--- src/sv/mmce_pkg.sv ---
// ----------------------------------------------------------------------------
// mmce_pkg
// Types, constants and byte update functions of the multi-mode checksum engine.
// ----------------------------------------------------------------------------
package mmce_pkg;

	localparam int CSUM_W = 32;
	localparam int BYTE_W = 8;
	localparam int LEN_W  = 3;
	localparam int CIDX_W = 2;

	typedef enum logic [2:0] {
		MODE_SUM,
		MODE_XOR,
		MODE_CRC8,
		MODE_ARC,
		MODE_CCITT,
		MODE_MODBUS,
		MODE_CRC32,
		MODE_CRC32C
	} mode_t;

	typedef logic [CIDX_W-1:0] cfg_idx_t;
	localparam cfg_idx_t REG_MODE      = 2'd0;
	localparam cfg_idx_t REG_CRC8_POLY = 2'd1;
	localparam cfg_idx_t REG_CRC8_INIT = 2'd2;

	typedef logic [LEN_W-1:0] len_t;
	localparam len_t LEN_1 = 3'd1;
	localparam len_t LEN_2 = 3'd2;
	localparam len_t LEN_4 = 3'd4;

	localparam logic [15:0] POLY_ARC_REFL    = 16'hA001;
	localparam logic [15:0] POLY_CCITT       = 16'h1021;
	localparam logic [31:0] POLY_CRC32_REFL  = 32'hEDB88320;
	localparam logic [31:0] POLY_CRC32C_REFL = 32'h82F63B78;
	localparam logic [15:0] ONES16           = 16'hFFFF;
	localparam logic [31:0] ONES32           = 32'hFFFFFFFF;

	localparam logic [7:0] CRC8_POLY_RST = 8'h07;
	localparam logic [7:0] CRC8_INIT_RST = 8'h00;

	function automatic logic [31:0] crc_refl(logic [31:0] acc, logic [7:0] bt,
			logic [31:0] poly);
		logic [31:0] a;
		a = acc ^ {24'd0, bt};
		for (int i = 0; i < 8; i++) begin
			a = a[0] ? ((a >> 1) ^ poly) : (a >> 1);
		end
		return a;
	endfunction

	function automatic logic [7:0] crc8_msb(logic [7:0] acc, logic [7:0] bt,
			logic [7:0] poly);
		logic [7:0] a;
		a = acc ^ bt;
		for (int i = 0; i < 8; i++) begin
			a = a[7] ? ((a << 1) ^ poly) : (a << 1);
		end
		return a;
	endfunction

	function automatic logic [15:0] crc16_msb(logic [15:0] acc, logic [7:0] bt);
		logic [15:0] a;
		a = acc ^ {bt, 8'd0};
		for (int i = 0; i < 8; i++) begin
			a = a[15] ? ((a << 1) ^ POLY_CCITT) : (a << 1);
		end
		return a;
	endfunction

	function automatic logic [31:0] start_value(mode_t m, logic [7:0] init8);
		logic [31:0] r;
		unique case (m)
			MODE_CRC8:               r = {24'd0, init8};
			MODE_CCITT, MODE_MODBUS: r = {16'd0, ONES16};
			MODE_CRC32, MODE_CRC32C: r = ONES32;
			default:                 r = '0;
		endcase
		return r;
	endfunction

	function automatic logic [31:0] width_mask(mode_t m);
		logic [31:0] r;
		unique case (m)
			MODE_SUM, MODE_XOR, MODE_CRC8:     r = 32'h0000_00FF;
			MODE_ARC, MODE_CCITT, MODE_MODBUS: r = {16'd0, ONES16};
			default:                           r = ONES32;
		endcase
		return r;
	endfunction

	function automatic len_t result_len(mode_t m);
		len_t r;
		unique case (m)
			MODE_SUM, MODE_XOR, MODE_CRC8:     r = LEN_1;
			MODE_ARC, MODE_CCITT, MODE_MODBUS: r = LEN_2;
			default:                           r = LEN_4;
		endcase
		return r;
	endfunction

	function automatic logic [31:0] out_xor(mode_t m);
		return (m == MODE_CRC32 || m == MODE_CRC32C) ? ONES32 : 32'd0;
	endfunction

	function automatic logic [31:0] fold_byte(mode_t m, logic [31:0] acc,
			logic [7:0] bt, logic [7:0] poly8);
		logic [31:0] t;
		logic [31:0] r;
		t = '0;
		unique case (m)
			MODE_SUM:   r = {24'd0, 8'(acc[7:0] + bt)};
			MODE_XOR:   r = {24'd0, acc[7:0] ^ bt};
			MODE_CRC8:  r = {24'd0, crc8_msb(acc[7:0], bt, poly8)};
			MODE_CCITT: r = {16'd0, crc16_msb(acc[15:0], bt)};
			MODE_ARC, MODE_MODBUS: begin
				t = crc_refl({16'd0, acc[15:0]}, bt, {16'd0, POLY_ARC_REFL});
				r = {16'd0, t[15:0]};
			end
			MODE_CRC32: r = crc_refl(acc, bt, POLY_CRC32_REFL);
			default:    r = crc_refl(acc, bt, POLY_CRC32C_REFL);
		endcase
		return r;
	endfunction

endpackage

--- src/sv/mmce_msg_if.sv ---
// ----------------------------------------------------------------------------
// mmce_msg_if
// Message byte channel: one byte, its valid flag and end of message.
// ----------------------------------------------------------------------------
interface mmce_msg_if;
	logic                        valid;
	logic                        ready;
	logic [mmce_pkg::BYTE_W-1:0] data_byte;
	logic                        byte_valid;
	logic                        last;

	modport source (output valid, data_byte, byte_valid, last, input ready);
	modport sink   (input valid, data_byte, byte_valid, last, output ready);
endinterface

--- src/sv/mmce_res_if.sv ---
// ----------------------------------------------------------------------------
// mmce_res_if
// Result channel: final checksum and its length in bytes.
// ----------------------------------------------------------------------------
interface mmce_res_if;
	logic                        valid;
	logic                        ready;
	logic [mmce_pkg::CSUM_W-1:0] checksum;
	logic [mmce_pkg::LEN_W-1:0]  result_bytes;

	modport source (output valid, checksum, result_bytes, input ready);
	modport sink   (input valid, checksum, result_bytes, output ready);
endinterface

--- src/sv/mmce_cfg_if.sv ---
// ----------------------------------------------------------------------------
// mmce_cfg_if
// Configuration write channel: register index and write data.
// ----------------------------------------------------------------------------
interface mmce_cfg_if;
	logic                        valid;
	logic                        ready;
	logic [mmce_pkg::CIDX_W-1:0] index;
	logic [mmce_pkg::BYTE_W-1:0] data;

	modport source (output valid, index, data, input ready);
	modport sink   (input valid, index, data, output ready);
endinterface

--- src/sv/multi_mode_checksum_engine_core.sv ---
// ----------------------------------------------------------------------------
// multi_mode_checksum_engine_core
// Running sum, xor or CRC over a byte stream, one byte per cycle unless the input stage stalls.
// ----------------------------------------------------------------------------
// Takes one byte per cycle while not stalled: a transfer on msg is registered,
// then folded into the running value by an unrolled eight-bit update, and a
// transfer with last places the final checksum in the output register, so a
// result passes the input register and then the output register.
// The only stall is an item with last meeting a result still held in the
// output register. Registers: 0 mode, 1 crc8_poly, 2 crc8_init; write them
// only while the block is idle. Writes to index 3 are ignored.
module multi_mode_checksum_engine_core (
	input logic        clk,
	input logic        arst_n,
	mmce_msg_if.sink   msg,
	mmce_res_if.source res,
	mmce_cfg_if.sink   cfg
);

	mmce_pkg::mode_t mode_q;
	logic [7:0]      crc8_poly_q;
	logic [7:0]      crc8_init_q;

	logic [31:0] running_q;
	logic        started_q;

	logic       valid_s1;
	logic [7:0] data_byte_s1;
	logic       byte_valid_s1;
	logic       last_s1;

	logic        s1_go;
	logic        s1_fire;
	logic [31:0] cur_val;
	logic [31:0] nxt_val;
	logic [31:0] fin_val;

	logic                 res_valid_q;
	logic [31:0]          checksum_q;
	mmce_pkg::len_t       result_bytes_q;

	// configuration
	assign cfg.ready = 1'b1;

	always_ff @(posedge clk or negedge arst_n) begin
		if (!arst_n) begin
			mode_q      <= mmce_pkg::MODE_SUM;
			crc8_poly_q <= mmce_pkg::CRC8_POLY_RST;
			crc8_init_q <= mmce_pkg::CRC8_INIT_RST;
		end else if (cfg.valid) begin
			unique case (cfg.index)
				mmce_pkg::REG_MODE:      mode_q      <= mmce_pkg::mode_t'(cfg.data[2:0]);
				mmce_pkg::REG_CRC8_POLY: crc8_poly_q <= cfg.data;
				mmce_pkg::REG_CRC8_INIT: crc8_init_q <= cfg.data;
				default: ;
			endcase
		end
	end

	// handshake
	assign s1_go     = !valid_s1 || !last_s1 || !res_valid_q || res.ready;
	assign s1_fire   = valid_s1 && s1_go;
	assign msg.ready = s1_go;

	// input register
	always_ff @(posedge clk or negedge arst_n) begin
		if (!arst_n) begin
			valid_s1 <= 1'b0;
		end else if (s1_go) begin
			valid_s1 <= msg.valid;
		end
	end

	always_ff @(posedge clk) begin
		if (s1_go && msg.valid) begin
			data_byte_s1  <= msg.data_byte;
			byte_valid_s1 <= msg.byte_valid;
			last_s1       <= msg.last;
		end
	end

	// byte update
	always_comb begin
		cur_val = started_q ? (running_q & mmce_pkg::width_mask(mode_q))
		                    : mmce_pkg::start_value(mode_q, crc8_init_q);
		nxt_val = mmce_pkg::fold_byte(mode_q, cur_val, data_byte_s1, crc8_poly_q);
		fin_val = ((byte_valid_s1 ? nxt_val : cur_val) & mmce_pkg::width_mask(mode_q))
		          ^ mmce_pkg::out_xor(mode_q);
	end

	always_ff @(posedge clk or negedge arst_n) begin
		if (!arst_n) begin
			running_q <= '0;
			started_q <= 1'b0;
		end else if (s1_fire) begin
			if (last_s1) begin
				started_q <= 1'b0;
			end else if (byte_valid_s1) begin
				running_q <= nxt_val;
				started_q <= 1'b1;
			end
		end
	end

	// output register
	always_ff @(posedge clk or negedge arst_n) begin
		if (!arst_n) begin
			res_valid_q <= 1'b0;
		end else if (s1_fire && last_s1) begin
			res_valid_q <= 1'b1;
		end else if (res.ready) begin
			res_valid_q <= 1'b0;
		end
	end

	always_ff @(posedge clk) begin
		if (s1_fire && last_s1) begin
			checksum_q     <= fin_val;
			result_bytes_q <= mmce_pkg::result_len(mode_q);
		end
	end

	assign res.valid        = res_valid_q;
	assign res.checksum     = checksum_q;
	assign res.result_bytes = result_bytes_q;

	// checks
	a_stall_only_on_full_out: assert property (@(posedge clk) disable iff (!arst_n)
		(valid_s1 && !s1_go) |-> (last_s1 && res_valid_q))
		else $error("input stage stalled without a pending result");

	a_end_clears_started: assert property (@(posedge clk) disable iff (!arst_n)
		(s1_fire && last_s1) |=> !started_q)
		else $error("message not restarted after last");

	a_len_legal: assert property (@(posedge clk) disable iff (!arst_n)
		res.valid |-> (res.result_bytes == mmce_pkg::LEN_1 ||
		               res.result_bytes == mmce_pkg::LEN_2 ||
		               res.result_bytes == mmce_pkg::LEN_4))
		else $error("illegal result length");

	a_narrow_upper_zero: assert property (@(posedge clk) disable iff (!arst_n)
		(res.valid && res.result_bytes != mmce_pkg::LEN_4) |->
		(res.checksum[31:16] == 16'd0))
		else $error("narrow checksum has upper bits set");

endmodule
--- src/flat_wrapper.sv ---
// flat-port wrapper written by rule: the top's interface ports become plain ports
module multi_mode_checksum_engine_core_flat 
  (clk, arst_n, msg_valid, msg_data_byte, msg_byte_valid, msg_last, msg_ready, res_valid, res_checksum, res_result_bytes, res_ready, cfg_valid, cfg_index, cfg_data, cfg_ready);
  mmce_msg_if msg_i ();
  mmce_res_if res_i ();
  mmce_cfg_if cfg_i ();
  input logic clk;
  input logic arst_n;
  input wire logic [$bits(msg_i.valid)-1:0] msg_valid;
  input wire logic [$bits(msg_i.data_byte)-1:0] msg_data_byte;
  input wire logic [$bits(msg_i.byte_valid)-1:0] msg_byte_valid;
  input wire logic [$bits(msg_i.last)-1:0] msg_last;
  output wire logic [$bits(msg_i.ready)-1:0] msg_ready;
  output wire logic [$bits(res_i.valid)-1:0] res_valid;
  output wire logic [$bits(res_i.checksum)-1:0] res_checksum;
  output wire logic [$bits(res_i.result_bytes)-1:0] res_result_bytes;
  input wire logic [$bits(res_i.ready)-1:0] res_ready;
  input wire logic [$bits(cfg_i.valid)-1:0] cfg_valid;
  input wire logic [$bits(cfg_i.index)-1:0] cfg_index;
  input wire logic [$bits(cfg_i.data)-1:0] cfg_data;
  output wire logic [$bits(cfg_i.ready)-1:0] cfg_ready;
  assign msg_i.valid = msg_valid;
  assign msg_i.data_byte = msg_data_byte;
  assign msg_i.byte_valid = msg_byte_valid;
  assign msg_i.last = msg_last;
  assign msg_ready = msg_i.ready;
  assign res_valid = res_i.valid;
  assign res_checksum = res_i.checksum;
  assign res_result_bytes = res_i.result_bytes;
  assign res_i.ready = res_ready;
  assign cfg_i.valid = cfg_valid;
  assign cfg_i.index = cfg_index;
  assign cfg_i.data = cfg_data;
  assign cfg_ready = cfg_i.ready;
  multi_mode_checksum_engine_core u_core (.clk(clk), .arst_n(arst_n), .msg(msg_i), .res(res_i), .cfg(cfg_i));
endmodule
--- config.mk ---
export PLATFORM = sky130hd
export DESIGN_NAME = multi_mode_checksum_engine_core_flat
export DESIGN_NICKNAME = d
export VERILOG_FILES = /design/src/sv/mmce_pkg.sv /design/src/sv/mmce_msg_if.sv /design/src/sv/mmce_res_if.sv /design/src/sv/mmce_cfg_if.sv /design/src/sv/multi_mode_checksum_engine_core.sv /design/src/flat_wrapper.sv
export SDC_FILE = /design/constraint.sdc
export NUM_CORES = 1
export LEC_CHECK = 0
export ABC_AREA = 0
export BUFFER_PORTS_ARGS = -buffer_cell sky130_fd_sc_hd__buf_2
export CAP_MARGIN = 30
export CORE_UTILIZATION = 55
export DETAILED_ROUTE_END_ITERATION = 7
export PLACE_DENSITY_LB_ADDON = 0.1
export SLEW_MARGIN = 10
export SYNTH_ARGS = -nofsm -noshare
export SYNTH_HDL_FRONTEND = slang
export SYNTH_SLANG_ARGS = --single-unit
--- constraint.sdc ---
create_clock -name clk -period 6.6 [get_ports clk]
set_input_delay 0 -clock clk [delete_from_list [all_inputs] [get_ports clk]]
set_output_delay 0 -clock clk [all_outputs]
set_load 0.02 [all_outputs]
==> results.md <==
* Die height at 128 um
* Vias in the first global route at 7210
* GRT Total Usage at 0.343
* Crit share post-route at 0.834
* Crit path kind: reg -> reg
* Largest family of logic cells by synthesized area: XOR/XNOR gates
* Die X-Extent at 128 um
* Hold EP: u_core.mode_q[0]$_DFFE_PN0P_
* Hold Crit Start: cfg_index[0]
* DR pass1 iterations at 7
* Share of cells above drive strength 1 at 0.132
* Clock Sinks at 99
* Number of diodes at 0
* Placed Area at 9180 sq um
* IO buf count at 61
* Req. time, crit path at 6.69 ns
* Setup crit start kind: register
* Syn Area/Cell at 8.59 sq um
* Worst slew pin tran at 0.997 ns
* Register bit total from synthesis at 99
* CTS resizes at 0
* Number of synthesis warnings at 0
* First-pass GRT wire length at 42.3 mm
* Final TNS setup at 0 ns
* Arrival time of the worst setup path at 5.59 ns
* Total gr overflow at 0
* Mux cell area share after synthesis at 0.0467
* Routed vias at 7756
* Complex-gate fraction of the synthesized area at 0.179
* Path type of the worst min-delay path: in -> reg
* Placed wire-length estimate at 19.6 mm
* Count of pins over their slew limit at 0
* Rows at 45
* Simple-gate share of the synthesized area at 0.156
* Worst r2r dst: u_core.res.checksum[1]$_DFFE_PP_
* Worst Hold Path Cells at 4
* Post-synth top area share at 0.165
* Core area at 15400 sq um
* Routed Antenna Nets at 0
* Top-count cell post-synth: xnor2_1
* Final Hold Fails at 0
* Area delta synth->final at 11.2%
* CTS HTree Levels at 3
* Minimum clock period at 5.50 ns
* Worst-Skew Late Latency at 0.36 ns
* Inserted Clock Buffers at 9
* Reg clk slew, reported paths at 0.08 ns
* # DRC at 0
* Final WS setup at 1.10 ns
* RSZ-0062 raised after global routing: false
* Largest net degree at the start of global routing at 66
* Worst slack at placement at 1.23 ns
* Ys flop type: dfrtp_1
* Initial antenna violation count at 0
* Gpl congestion at 0.998
* Clock Tree Buf Depth at 2
* Die ar. at 16400 sq um
* Reg2reg start: u_core.mode_q[2]$_DFFE_PN0P_
* Critical Path End Type: register
* Reg2reg path depth at 19
* CTS root buf: clkbuf_16
* Post-Synth Adder-Cell Area at 0.0241
* Final WL at 26.7 mm
* # IOs at 63
* Top cells by count, synth: xnor2_1 (164), nand2_1 (100), a21oi_1 (88), nor2_1 (86), o21ai_0 (61)
* Post-synth EDFFs at 45
* Clock Skew at 0.0126 ns
* Mapped Cells at 1016
* Mapped Nets at 1054
* Synth area leaders: xnor2_1 (16%), edfxtp_1 (15%), dfrtp_1 (15%)
* Max Freq at 182 MHz
* Rel. slew slack at 0.334
* Starting Density at 0.568
* Crit-path max FO at 30
* CTS tree: yes
* XOR/XNOR share of the synthesized area at 0.235
* Async SR Flop Fraction at 0.545
* Dominant cell type by area after synthesis: xnor2_1
* Via density at 6.08
* Final setup fails at 0
* Per-cell routed wire length at 20.9 um
* Status: complete, no violations
* Register area share after synthesis at 0.310
* Post-Syn Area at 8730 sq um
* Post-route cell area at 9710 sq um
* Reg-to-reg setup timing slack at 1.10 ns
* Final nets at 1098
* Max Cap Viol at 0
* DRT iter0 DRCs at 1002
* Yosys cell types at 77
==> critical path, cell delays in order, from the launching register on <==
cell       delay [ns]
dfrtp_1          0.49
buf_4            0.29
a21oi_1          0.20
nor2_1           0.06
a21oi_1          0.29
inv_1            0.08
ha_1             0.46
xnor2_1          0.46
o2111ai_1        0.25
nand2_1          0.18
xnor3_1          0.45
o32a_1           0.39
o21ai_1          0.18
a21oi_1          0.12
o21ai_0          0.35
and2_1           0.23
nand2_1          0.08
xnor2_1          0.34
a31oi_1          0.16
xnor2_1          0.17
==> layout by cell type (no fill, tap or decap), drive strengths merged, types with 12 or more instances in the layout <==
| cell type | n |
|---|---|
| edfxtp | 45 |
| nand2 | 100 |
| xnor2 | 166 |
| o21ai | 65 |
| nor2 | 88 |
| mux2 | 20 |
| a22oi | 17 |
| buf | 81 |
| inv | 38 |
| dlygate4sd3 | 23 |
| dfrtp | 51 |
| mux2i | 17 |
| a21oi | 88 |
| nand3 | 17 |
| ha | 12 |
| xor2 | 46 |
==> registers in the layout, indices dropped and copies added, names as in the netlist, 3 cells and up <==
name                     flops
u_core.crc8_init_q           8
u_core.running_q            32
u_core.res.checksum         32
u_core.data_byte_s1          8
u_core.mode_q                3
u_core.res.result_bytes      3
u_core.crc8_poly_q           8
==> what timing repair did <==
action | 4_1_cts | 5_1_grt
hold buffers | 23 | 0
setup buffers | 0 | 0
endpoints found under the setup margin | 0 | 0
endpoints found under the hold margin | 82 | 0
==> kinds of logic after synthesis <==
kind of cell	count (synthesis)
xor gates and xnor gates	220
muxes	37
other	1
adders and majority gates	17
buffers and inverters	107
and+or+nand+nor	287
AOI/OAI and AO/OA	248
DFF	99
==> layer usage <==
layer / GRT usage / routed length, um
met5: 0 / 0
met4: 0.106 / 709
met3: 0.0593 / 2510
met2: 0.511 / 11500
met1: 0.506 / 12100
==> metrics by stage <==
step                cells  hold slack, ns  utilization
global route         1276          0.0259        0.632
CTS                  1276         0.00258        0.632
finish               1276         0.00259        0.632
detailed placement   1237           0.179        0.597
floorplan            1016          -0.296            -
global placement     1236           0.176        0.596
==> area by class of cell <==
type                    instances  area (sq um)
multi-input cells             810          5610
clock buffers                  11           253
fillers                      1358          5660
clock inverters                 5          51.3
flip-flops and latches         99          2710
repair buffers                104           698
well taps                     211           264
inverters                      36           135
==> worst max path at each step <==
| stage | start | endpoint | slack (ns) | cells past startpoint |
|---|---|---|---|---|
| after CTS | u_core.mode_q[2]$_DFFE_PN0P_ | u_core.res.checksum[2]$_DFFE_PP_ | 1.18 | 19 |
| after global routing | u_core.mode_q[2]$_DFFE_PN0P_ | u_core.res.checksum[5]$_DFFE_PP_ | 0.63 | 19 |
| after floorplan | u_core.started_q$_DFFE_PN0P_ | u_core.res.checksum[7]$_DFFE_PP_ | 1.23 | 21 |
| after global placement | u_core.mode_q[0]$_DFFE_PN0P_ | u_core.res.checksum[4]$_DFFE_PP_ | 1.27 | 20 |
| final | u_core.mode_q[2]$_DFFE_PN0P_ | u_core.res.checksum[1]$_DFFE_PP_ | 1.10 | 19 |
| after detailed placement | u_core.mode_q[2]$_DFFE_PN0P_ | u_core.res.checksum[7]$_DFFE_PP_ | 1.23 | 18 |
Power is not shown: default switching activity piles up to over one toggle a cycle in this logic, so the estimate is an artifact.
